**src/hdl/itoar_pkg.sv**
```systemverilog
// Shared types, constants and digit-to-ASCII mapping for the radix converter.
// No dependencies; used by every module of the block.
package itoar_pkg;

    localparam int STEP_BITS = 8;
    localparam int RADIX_W   = 6;
    localparam int PAD_W     = 7;
    localparam int CHAR_W    = 7;
    localparam int COUNT_W   = 7;
    localparam int DIGIT_W   = 6;

    localparam logic [RADIX_W-1:0] RADIX_MIN  = 6'd2;
    localparam logic [RADIX_W-1:0] RADIX_MAX  = 6'd36;
    localparam logic [DIGIT_W-1:0] DEC_DIGITS = 6'd10;
    localparam logic [CHAR_W-1:0]  ASCII_ZERO = 7'h30;
    localparam logic [CHAR_W-1:0]  ASCII_ALPHA_OFS = 7'h37;

    typedef struct packed {
        logic load;
        logic step;
        logic digit_done;
        logic emit_init;
        logic put;
    } t_cmd;

    typedef struct packed {
        logic radix_ok;
        logic quo_zero;
        logic full;
        logic pos_zero;
        logic out_free;
    } t_sts;

    function automatic logic [CHAR_W-1:0] to_ascii(input logic [DIGIT_W-1:0] d);
        if (d < DEC_DIGITS) begin
            return ASCII_ZERO + CHAR_W'(d);
        end else begin
            return ASCII_ALPHA_OFS + CHAR_W'(d);
        end
    endfunction

endpackage

```
**src/hdl/itoar_ctrl.sv**
```systemverilog
// Sequencer for the radix converter: load, per-digit division passes, emission.
// Depends on itoar_pkg for the command and status structs.
module itoar_ctrl #(
    parameter int ITERS = 8
) (
    input  logic              i_clk,
    input  logic              i_rst_n,
    input  logic              i_valid,
    output logic              o_stall,
    input  itoar_pkg::t_sts   i_sts,
    output itoar_pkg::t_cmd   o_cmd
);

    localparam logic [1:0] S_IDLE = 2'd0;
    localparam logic [1:0] S_DIV  = 2'd1;
    localparam logic [1:0] S_RD   = 2'd2;
    localparam logic [1:0] S_PUT  = 2'd3;
    localparam int ITW = (ITERS > 1) ? $clog2(ITERS) : 1;
    localparam logic [ITW-1:0] CNT_LAST = ITW'(ITERS - 1);

    logic [1:0]     r_state, n_state;
    logic [ITW-1:0] r_cnt, n_cnt;

    assign o_stall = (r_state != S_IDLE);

    always_comb begin
        n_state = r_state;
        n_cnt   = r_cnt;
        o_cmd   = '0;
        case (r_state)
            S_IDLE: begin
                if (i_valid && i_sts.radix_ok) begin
                    o_cmd.load = 1'b1;
                    n_cnt      = '0;
                    n_state    = S_DIV;
                end
            end
            S_DIV: begin
                if (r_cnt == '0 && (i_sts.quo_zero || i_sts.full)) begin
                    o_cmd.emit_init = 1'b1;
                    n_state         = S_RD;
                end else begin
                    o_cmd.step = 1'b1;
                    if (r_cnt == CNT_LAST) begin
                        o_cmd.digit_done = 1'b1;
                        n_cnt            = '0;
                    end else begin
                        n_cnt = r_cnt + ITW'(1);
                    end
                end
            end
            S_RD: begin
                n_state = S_PUT;
            end
            S_PUT: begin
                if (i_sts.out_free) begin
                    o_cmd.put = 1'b1;
                    n_state   = i_sts.pos_zero ? S_IDLE : S_RD;
                end
            end
            default: begin
                n_state = S_IDLE;
            end
        endcase
    end

    always_ff @(posedge i_clk) begin
        if (!i_rst_n) begin
            r_state <= S_IDLE;
            r_cnt   <= '0;
        end else begin
            r_state <= n_state;
            r_cnt   <= n_cnt;
        end
    end

endmodule

```
**src/hdl/itoar_dp.sv**
```systemverilog
// Datapath for the radix converter: multi-bit restoring divider, digit store,
// emission pointer and output register. Depends on itoar_pkg.
module itoar_dp #(
    parameter int MAX_DIGITS = 64,
    parameter int VALUE_BITS = 64,
    parameter int ITERS      = 8
) (
    input  logic                              i_clk,
    input  logic                              i_rst_n,
    input  logic [VALUE_BITS-1:0]             i_value,
    input  logic [itoar_pkg::RADIX_W-1:0]     i_radix,
    input  logic [itoar_pkg::PAD_W-1:0]       i_pad_width,
    input  logic                              i_stall,
    input  itoar_pkg::t_cmd                   i_cmd,
    output itoar_pkg::t_sts                   o_sts,
    output logic                              o_valid,
    output logic [itoar_pkg::CHAR_W-1:0]      o_ascii_char,
    output logic [itoar_pkg::COUNT_W-1:0]     o_digit_count,
    output logic                              o_last
);

    localparam int QW = ITERS * itoar_pkg::STEP_BITS;
    localparam int AW = $clog2(MAX_DIGITS);
    localparam int CW = $clog2(MAX_DIGITS + 1);
    localparam int DW = itoar_pkg::DIGIT_W;

    logic [QW-1:0]                   r_quo;
    logic [DW-1:0]                   r_rem;
    logic [itoar_pkg::RADIX_W-1:0]   r_radix;
    logic [CW-1:0]                   r_pad;
    logic [CW-1:0]                   r_ndig;
    logic [CW-1:0]                   r_total;
    logic [CW-1:0]                   r_count;
    logic [AW-1:0]                   r_pos;
    logic [DW-1:0]                   r_rd;
    logic                            r_valid;
    logic [itoar_pkg::CHAR_W-1:0]    r_char;
    logic                            r_last;
    logic [DW-1:0]                   mem [MAX_DIGITS];

    logic [QW-1:0]  div_quo;
    logic [DW-1:0]  div_rem;
    logic [DW:0]    trial;
    logic [CW-1:0]  total;
    logic [CW-1:0]  pad_sat;
    logic [DW-1:0]  digit;

    // STEP_BITS quotient bits per cycle, remainder stays below the radix
    always_comb begin
        div_quo = r_quo;
        div_rem = r_rem;
        trial   = '0;
        for (int b = 0; b < itoar_pkg::STEP_BITS; b++) begin
            trial   = {div_rem, div_quo[QW-1]};
            div_quo = {div_quo[QW-2:0], 1'b0};
            if (trial >= {1'b0, r_radix}) begin
                trial      = trial - {1'b0, r_radix};
                div_quo[0] = 1'b1;
            end
            div_rem = trial[DW-1:0];
        end
    end

    always_comb begin
        total = (r_ndig > r_pad) ? r_ndig : r_pad;
        if (total == '0) begin
            total = CW'(1);
        end
    end

    assign pad_sat = (i_pad_width > itoar_pkg::PAD_W'(MAX_DIGITS)) ? CW'(MAX_DIGITS)
                                                                  : CW'(i_pad_width);
    // positions above the collected digits are padding zeros
    assign digit = (CW'(r_pos) >= r_ndig) ? '0 : r_rd;

    assign o_sts.radix_ok = (i_radix >= itoar_pkg::RADIX_MIN) &&
                            (i_radix <= itoar_pkg::RADIX_MAX);
    assign o_sts.quo_zero = (r_quo == '0);
    assign o_sts.full     = (r_ndig == CW'(MAX_DIGITS));
    assign o_sts.pos_zero = (r_pos == '0);
    assign o_sts.out_free = !r_valid || !i_stall;

    always_ff @(posedge i_clk) begin
        if (i_cmd.digit_done) begin
            mem[r_ndig[AW-1:0]] <= div_rem;
        end
        r_rd <= mem[r_pos];
    end

    always_ff @(posedge i_clk) begin
        if (i_cmd.load) begin
            r_quo   <= QW'(i_value);
            r_rem   <= '0;
            r_radix <= i_radix;
            r_pad   <= pad_sat;
            r_ndig  <= '0;
        end else if (i_cmd.step) begin
            r_quo <= div_quo;
            if (i_cmd.digit_done) begin
                r_rem  <= '0;
                r_ndig <= r_ndig + CW'(1);
            end else begin
                r_rem <= div_rem;
            end
        end
        if (i_cmd.emit_init) begin
            r_total <= total;
            r_pos   <= AW'(total - CW'(1));
        end else if (i_cmd.put) begin
            r_pos <= r_pos - AW'(1);
        end
        if (i_cmd.put) begin
            r_char  <= itoar_pkg::to_ascii(digit);
            r_count <= r_total;
            r_last  <= (r_pos == '0);
        end
    end

    always_ff @(posedge i_clk) begin
        if (!i_rst_n) begin
            r_valid <= 1'b0;
        end else if (i_cmd.put) begin
            r_valid <= 1'b1;
        end else if (!i_stall) begin
            r_valid <= 1'b0;
        end
    end

    assign o_valid       = r_valid;
    assign o_ascii_char  = r_char;
    assign o_digit_count = itoar_pkg::COUNT_W'(r_count);
    assign o_last        = r_last;

endmodule

```
**src/hdl/integer_to_ascii_radix_core.sv**
```systemverilog
// Integer to ASCII conversion in radix 2..36, most significant digit first.
// Sequence: load, one division pass per digit for D digits, then a read state and a put state
// per character; the put state waits while the output register is held by i_stall.
// Throughput: one item at a time, set by the divider's 8-bits-per-cycle digit loop.
// Reset: synchronous active-low; clears the sequencer and output valid, digit store is not cleared.
// Depends on itoar_pkg, itoar_ctrl and itoar_dp.
module integer_to_ascii_radix_core #(
    parameter int MAX_DIGITS = 64,
    parameter int VALUE_BITS = 64
) (
    input  logic                              i_clk,
    input  logic                              i_rst_n,
    input  logic                              i_valid,
    output logic                              o_stall,
    input  logic [VALUE_BITS-1:0]             i_value,
    input  logic [itoar_pkg::RADIX_W-1:0]     i_radix,
    input  logic [itoar_pkg::PAD_W-1:0]       i_pad_width,
    output logic                              o_valid,
    input  logic                              i_stall,
    output logic [itoar_pkg::CHAR_W-1:0]      o_ascii_char,
    output logic [itoar_pkg::COUNT_W-1:0]     o_digit_count,
    output logic                              o_last
);

    localparam int ITERS = (VALUE_BITS + itoar_pkg::STEP_BITS - 1) / itoar_pkg::STEP_BITS;

    itoar_pkg::t_cmd cmd;
    itoar_pkg::t_sts sts;

    itoar_ctrl #(
        .ITERS (ITERS)
    ) u_ctrl (
        .i_clk   (i_clk),
        .i_rst_n (i_rst_n),
        .i_valid (i_valid),
        .o_stall (o_stall),
        .i_sts   (sts),
        .o_cmd   (cmd)
    );

    itoar_dp #(
        .MAX_DIGITS (MAX_DIGITS),
        .VALUE_BITS (VALUE_BITS),
        .ITERS      (ITERS)
    ) u_dp (
        .i_clk         (i_clk),
        .i_rst_n       (i_rst_n),
        .i_value       (i_value),
        .i_radix       (i_radix),
        .i_pad_width   (i_pad_width),
        .i_stall       (i_stall),
        .i_cmd         (cmd),
        .o_sts         (sts),
        .o_valid       (o_valid),
        .o_ascii_char  (o_ascii_char),
        .o_digit_count (o_digit_count),
        .o_last        (o_last)
    );

endmodule

```
**config.mk**
```make
export PLATFORM = sky130hd
export DESIGN_NAME = integer_to_ascii_radix_core
export DESIGN_NICKNAME = d
export VERILOG_FILES = /design/src/hdl/itoar_pkg.sv /design/src/hdl/itoar_ctrl.sv /design/src/hdl/itoar_dp.sv /design/src/hdl/integer_to_ascii_radix_core.sv
export SDC_FILE = /design/constraint.sdc
export NUM_CORES = 1
export LEC_CHECK = 0
export ABC_AREA = 1
export CAP_MARGIN = 10
export CORE_MARGIN = 10
export CORE_UTILIZATION = 60
export CTS_CLUSTER_DIAMETER = 40
export DETAILED_ROUTE_END_ITERATION = 7
export DONT_BUFFER_PORTS = 1
export PLACE_DENSITY = 0.75
export SYNTH_ARGS = -nofsm -noshare
export SYNTH_HDL_FRONTEND = slang
export SYNTH_SLANG_ARGS = --single-unit
export TNS_END_PERCENT = 1
```
**constraint.sdc**
```tcl
create_clock -name i_clk -period 17.8 [get_ports i_clk]
set_clock_uncertainty 0.05 [all_clocks]
set_input_delay 0 -clock i_clk [delete_from_list [all_inputs] [get_ports i_clk]]
set_output_delay 0 -clock i_clk [all_outputs]
set_load 0.03 [all_outputs]
```
==> reports/qor.tcl, run 1 <==
set qor(timing.hold.worst.class) {input pin to flop}
set qor(startpoint_type) {flop}
set qor(crit_slowest_cell) {sky130_fd_sc_hd__edfxtp_1}
set qor(starting_density_of_the_core) 0.611
set qor(synthesis.instances) 2170
set qor(post-route-cell-area_mm2) 0.0271
set qor(worst_ep_required_time_ns) 18.09
set qor(first_global_vias) 16700
set qor(post-synth-top-count-cell) {sky130_fd_sc_hd__edfxtp_1}
set qor(cp.buffers_inverters) 12
set qor(core.rowCount) 72
set qor(finalHoldViolations) 0
set qor(synth.cells.most_frequent) {sky130_fd_sc_hd__edfxtp_1, sky130_fd_sc_hd__nand2_1, sky130_fd_sc_hd__nor2_1}
set qor(path_delay_family) {compound AO/OA/AOI/OAI gates}
set qor(cts.htree.levels) 2
set qor(synth_top_cell_area_share) 0.618
set qor(detail_route.wl_per_cell_um) 21.9
set qor(netlist_top_cells_area) {sky130_fd_sc_hd__edfxtp_1, sky130_fd_sc_hd__nand2_1, sky130_fd_sc_hd__o21ai_0}
set qor(part_of_the_yosys_area_used_for_sequential_elements) 0.639
set qor(timing.setup.tns_ns) 0
set qor(timing.critical_path.fanout_max) 48
set qor(maxSlewViolCount) 0
set qor(final_setup_vio_count) 0
set qor(synth_top_cell_by_area) {sky130_fd_sc_hd__edfxtp_1}
set qor(detail_route.iter0.violations) 2106
set qor(die_area_mm2) 0.0480
set qor(crit_top_cell) {sky130_fd_sc_hd__nand2_1}
set qor(io-pin-count) 98
set qor(syn_area_mm2) 0.0238
set qor(final.period_utilization) 0.891
set qor(die-height_um) 219
set qor(clk_latency_ns) 0.62
set qor(crit_arrival_ns) 16.16
set qor(ys.flop_type) {sky130_fd_sc_hd__edfxtp_1}
set qor(wire_length_of_the_first_global_routing_pass_um) 94600
set qor(critical-path-max-stage-delay_ns) 0.75
set qor(cts_made_buffers) 57
set qor(remaining_drcs) 0
set qor(detailedRoute.firstPassIterationCount) 6
set qor(ys_async_sr_fraction) 0
set qor(hold_path.startpoint) {i_radix[2]}
set qor(maximum_number_of_pins_on_one_net_before_global_route_repair) 193
set qor(grt_antenna_before_repair) 2
set qor(dr_total_vias) 17200
set qor(synth.net_count) 2329
set qor(die_w_um) 219
set qor(startpoint) {u_dp.r_radix[1]}
set qor(areaGrowthSynthToFinish_pct) 13.8
set qor(actual_transition_at_the_worst_max_transition_pin_ns) 1.13
set qor(maxClockFrequency_mhz) 63.0
set qor(clkSlewWorstSetupHoldPaths_ns) 0.06
set qor(cts.sink_count) 514
set qor(dp_hpwl_um) 37000
set qor(synth.ff_latch_count) 514
set qor(design.final.nets) 2393
set qor(core_region_area_mm2) 0.0389
set qor(port-buffer-count) 0
set qor(routed_via_density) 6.13
set qor(post_synth_cell_types) 46
set qor(final_worst_setup_slack_ns) 1.93
set qor(maxSlewHeadroom) 0.239
set qor(grt_remaining_overflow) 0
set qor(cap_violations) 0
set qor(totalWireLength_um) 61300
set qor(syn_area_per_cell_um2) 11.0
set qor(final_layout_size_suffix_gt1_frac) 0.0710
set qor(start_of_the_worst_register_to_register_path) {u_dp.r_radix[1]}
set qor(gpl.final_weighted_congestion) 0.860
set qor(post_cts_buffers) 0
set qor(rsz_0062_raised_after_global_routing) {no}
set qor(place_ws_ns) 1.99
set qor(critical_path_class) {flop to flop}
set qor(grtUsageTotal) 0.253
set qor(drtAntennaViolNets) 0
set qor(yosys_warnings) 0
set qor(ctsLongestPathBuffers) 3
set qor(tritoncts) {built}
set qor(period_needed_ns) 15.87
set qor(dpl_cell_area_mm2) 0.0242
set qor(cts.root.buffer_cell) {sky130_fd_sc_hd__clkbuf_16}
set qor(status) {finished clean}
set qor(synth_enable_flop_cells) 489
set qor(timing.critical_path.to_type) {flop}
==> repair_timing <==
action,CTS,global route
endpoints found under the setup margin,0,47
hold buffers,88,0
gates resized for setup,0,2
hold endpoints to repair,98,0
==> worst paths after layout <==
path | endpoint | slack, ns | depth (start not counted)
hold / removal | u_dp.r_radix[2] | 0.05 | 1
setup reg to reg | u_dp.mem[34][0] | 1.93 | 78
hold reg to reg | u_dp.o_digit_count[4] | 0.36 | 0
setup / recovery | u_dp.mem[34][0] | 1.93 | 78
==> placed cells by master, fill, tap and decap left out, types with 58 or more instances in the layout <==
master,n
sky130_fd_sc_hd__ha_1,70
sky130_fd_sc_hd__dlygate4sd3_1,88
sky130_fd_sc_hd__o221ai_1,70
sky130_fd_sc_hd__nand2_1,374
sky130_fd_sc_hd__clkbuf_16,58
sky130_fd_sc_hd__o21ai_0,249
sky130_fd_sc_hd__edfxtp_1,489
sky130_fd_sc_hd__nand3_1,79
sky130_fd_sc_hd__inv_1,122
sky130_fd_sc_hd__nor2_1,309
==> final cells by class <==
class / count / area [um2]
antenna: 2 / 5.00
clock buffer: 68 / 1550
clock inverter: 39 / 419
fill: 2745 / 11900
inverter: 134 / 507
multi-input combinational: 1423 / 7720
sequential: 514 / 15200
tap: 518 / 648
timing repair buffer: 104 / 1030
==> cell families after synthesis <==
family	share of synthesized area
compound gates	0.113
flops	0.639
fa+ha+maj	0.0436
xor+xnor	0.0136
buf+inv	0.0377
simple gates	0.153
==> worst reg2reg max path: cells and delay by family, from the launching register on <==
kind,cells,cell delay (ns)
compound gates,35,7.08
fa+ha+maj,8,2.68
simple gates,23,3.17
buf+inv,12,1.80
flops,1,0.75
==> per-stage QoR <==
step	std cells	hold WS (ns)	util
after floorplan	2170	0.0489	-
after global placement	2604	0.0490	0.621
after detailed placement	2604	0.0490	0.621
after CTS	2799	0.00157	0.694
after global routing	2802	0.0404	0.695
final	2802	0.0535	0.695
==> registers in the layout, summed over array words and instances (netlist names), 2 cells and up <==
name                cells
u_ctrl.r_cnt            3
u_ctrl.r_state          2
u_dp.mem              384
u_dp.o_ascii_char       7
u_dp.o_digit_count      7
u_dp.r_ndig             7
u_dp.r_pad              7
u_dp.r_pos              6
u_dp.r_quo             64
u_dp.r_radix            6
u_dp.r_rd               6
u_dp.r_rem              6
u_dp.r_total            7
==> per-layer routing <==
layer | vias up | routed length [um] | global-route usage
li1 | 7927 | - | -
met1 | 8222 | 23700 | 0.317
met2 | 868 | 30400 | 0.431
met3 | 146 | 5140 | 0.0422
met4 | 0 | 2090 | 0.0995
met5 | - | 0 | 0
Power of run 1 is not shown: default switching activity piles up to over one toggle a cycle in this logic, so the estimate is an artifact.
==> run 2, diff against run 1 <==
--- a/config.mk
+++ b/config.mk
@@ -12,7 +12,7 @@
 export CTS_CLUSTER_DIAMETER = 40
 export DETAILED_ROUTE_END_ITERATION = 7
 export DONT_BUFFER_PORTS = 1
-export PLACE_DENSITY = 0.75
+export PLACE_DENSITY_LB_ADDON = 0.25
 export SYNTH_ARGS = -nofsm -noshare
 export SYNTH_HDL_FRONTEND = slang
 export SYNTH_SLANG_ARGS = --single-unit
==> run 2 against run 1 <==
  * Via count up 1.1%
  * Register-to-register slack worse by 0.25 ns
  * Global-route usage is 0.16 points lower
  * Critical path depth unchanged
  * Non-clock buffer count rose by 4
  * Sequential share of layout area decreased by 0.13 points
  * Cell count rose by 0.36%
  * Final area grew 0.24%
  * Worst hold slack better by 0.012 ns
  * Wire length fell by 0.73%
  * Count of clock-buffer cells in the layout increased by 3
  * Worst setup slack lost 0.25 ns
  * Largest cell class unchanged
  * Highest routed layer unchanged
==> reports/qor.tcl, run 2 (synthesized netlist as in run 1, its figures left out) <==
set qor(status) {finished clean} ;# unchanged
set qor(timing.reg2reg.worst_path_depth) 78 ;# unchanged
set qor(period_needed_ns) 16.12 ;# was 15.87 ns
set qor(cap_violations) 0 ;# unchanged
set qor(detail_route.wl_per_cell_um) 21.6 ;# was 21.9 um
set qor(most_common_cell_after_layout_fill_and_taps_aside) {sky130_fd_sc_hd__edfxtp_1} ;# unchanged
set qor(worst_ep_required_time_ns) 17.99 ;# was 18.09 ns
set qor(grt_antenna_before_repair) 1 ;# was 2
set qor(die-height_um) 219 ;# unchanged
set qor(largest_register_ff_count) 384 ;# unchanged
set qor(crit_slowest_cell) {sky130_fd_sc_hd__nand2_2} ;# was sky130_fd_sc_hd__edfxtp_1
set qor(maxSlewHeadroom) 0.213 ;# was 0.239
set qor(min_delay_worst_endpoint) {u_dp.r_pad[6]} ;# was u_dp.r_radix[2]
set qor(finalHoldViolations) 0 ;# unchanged
set qor(grt_remaining_overflow) 0 ;# unchanged
set qor(start_of_the_worst_register_to_register_path) {u_dp.r_radix[1]} ;# unchanged
set qor(first_global_vias) 16900 ;# was 16,700
set qor(port-buffer-count) 0 ;# unchanged
set qor(clk_latency_ns) 0.64 ;# was 0.62 ns
set qor(remaining_drcs) 0 ;# unchanged
set qor(timing.critical_path.to_type) {flop} ;# unchanged
set qor(critical-path-max-stage-delay_ns) 0.83 ;# was 0.75 ns
set qor(detailedRoute.firstPassIterationCount) 8 ;# was 6
set qor(rsz_0062_raised_after_global_routing) {no} ;# unchanged
set qor(critical_path_class) {flop to flop} ;# unchanged
set qor(wire_length_of_the_first_global_routing_pass_um) 94300 ;# was 94,600 um
set qor(whs_path_depth) 1 ;# unchanged
set qor(detail_route.iter0.violations) 2049 ;# was 2,106
set qor(crit_top_cell) {sky130_fd_sc_hd__a21oi_1} ;# was sky130_fd_sc_hd__nand2_1
set qor(die_w_um) 219 ;# unchanged
set qor(maxClockFrequency_mhz) 62.0 ;# was 63.0 MHz
set qor(core.rowCount) 72 ;# unchanged
set qor(die_area_mm2) 0.0480 ;# unchanged
set qor(actual_transition_at_the_worst_max_transition_pin_ns) 1.18 ;# was 1.13 ns
set qor(place_ws_ns) 2.04 ;# was 1.99 ns
set qor(areaGrowthSynthToFinish_pct) 14.1 ;# was 13.8%
set qor(clkSlewWorstSetupHoldPaths_ns) 0.06 ;# about the same
set qor(crit_arrival_ns) 16.31 ;# was 16.16 ns
set qor(final_layout_size_suffix_gt1_frac) 0.0724 ;# was 0.0710
set qor(cts_made_buffers) 60 ;# was 57
set qor(final_setup_vio_count) 0 ;# unchanged
set qor(final_worst_setup_slack_ns) 1.68 ;# was 1.93 ns
set qor(utilization) 0.697 ;# was 0.695
set qor(tritoncts) {built} ;# unchanged
set qor(totalWireLength_um) 60900 ;# was 61,300 um
set qor(cts.sink_count) 514 ;# unchanged
set qor(maximum_number_of_pins_on_one_net_before_global_route_repair) 98 ;# was 193
set qor(fillCellCount) 2649 ;# was 2,745
set qor(io-pin-count) 98 ;# unchanged
set qor(timing.critical_path.fanout_max) 65 ;# was 48
set qor(setup.reg_to_reg.worst_slack_ns) 1.68 ;# was 1.93 ns
set qor(drtAntennaViolNets) 0 ;# unchanged
set qor(grtUsageTotal) 0.251 ;# was 0.253
set qor(post_cts_buffers) 0 ;# unchanged
set qor(regToRegEndpoint) {u_dp.mem[61][4]} ;# was u_dp.mem[34][0]
set qor(timing.hold.worst.class) {input pin to flop} ;# unchanged
set qor(most_frequent_cells_in_the_layout) {sky130_fd_sc_hd__edfxtp_1, sky130_fd_sc_hd__nand2_1, sky130_fd_sc_hd__nor2_1} ;# unchanged
set qor(gpl.final_weighted_congestion) 0.933 ;# was 0.860
set qor(hold_path.startpoint) {i_pad_width[6]} ;# was i_radix[2]
set qor(cts.root.buffer_cell) {sky130_fd_sc_hd__clkbuf_16} ;# unchanged
set qor(routed_via_density) 6.17 ;# was 6.13
set qor(core_region_area_mm2) 0.0389 ;# unchanged
set qor(cts.htree.levels) 2 ;# unchanged
set qor(final.period_utilization) 0.906 ;# was 0.891
set qor(startpoint_type) {flop} ;# unchanged
set qor(ctsLongestPathBuffers) 3 ;# unchanged
set qor(dr_total_vias) 17300 ;# was 17,200
set qor(timing.setup.tns_ns) 0 ;# unchanged
set qor(dp_hpwl_um) 36600 ;# was 37,000 um
set qor(design.final.nets) 2400 ;# was 2,393
set qor(maxSlewViolCount) 0 ;# unchanged
set qor(starting_density_of_the_core) 0.611 ;# unchanged
==> run 2: area by class of cell <==
cell class	instances	area, um2	area share
Multi-Input combinational cell	1423	7710	0.284
Tap cell	518	648	0.0239
Timing Repair Buffer	108	1040	0.0382
Antenna cell	1	2.50	0.0000923
Sequential cell	514	15200	0.560
Clock inverter	43	449	0.0166
Inverter	134	507	0.0187
Clock buffer	71	1580	0.0584
==> run 2: critical path, delay by kind of cell, from the launching register on <==
kind	cells	cell delay, ns
buf+inv	12	1.34
flops	1	0.69
fa+ha+maj	8	2.56
compound gates	36	7.41
simple gates	22	3.62
==> run 2: how the worst max path moves through the flow <==
stage | cells past startpoint | to | startpoint
2_1_floorplan | 80 | u_dp.mem[0][1] | u_dp.r_radix[1]
3_3_place_gp | 78 | u_dp.mem[36][4] | u_dp.r_radix[1]
3_5_place_dp | 77 | u_dp.mem[37][1] | u_dp.r_radix[1]
4_1_cts | 77 | u_dp.mem[62][1] | u_dp.r_radix[1]
5_1_grt | 78 | u_dp.mem[61][4] | u_dp.r_radix[1]
6_report | 78 | u_dp.mem[61][4] | u_dp.r_radix[1]
==> run 2: per-stage QoR <==
stage / std cells / instance area, um2 / hold WS, ns
final: 2812 / 27100 / 0.0652
after global routing: 2812 / 27100 / 0.0623
after CTS: 2811 / 27100 / 0.00383
after detailed placement: 2607 / 24200 / 0.0490
after global placement: 2607 / 24200 / 0.0490
after floorplan: 2170 / 23800 / 0.0489
==> run 2: layer usage <==
metal / up-vias / share of wire / track usage
met3: 187 / 0.092 / 0.0502
met4: 0 / 0.041 / 0.108
met5: - / 0 / 0
li1: 7940 / - / -
met1: 8273 / 0.38 / 0.314
met2: 947 / 0.49 / 0.420
==> run 2: repair_timing <==
| item | CTS | global route |
|---|---|---|
| endpoints found under the setup margin | 0 | 0 |
| gates resized for setup | 0 | 0 |
| hold buffers | 90 | 0 |
| hold endpoints to repair | 98 | 0 |
Power of run 2 is left out for the same reason.
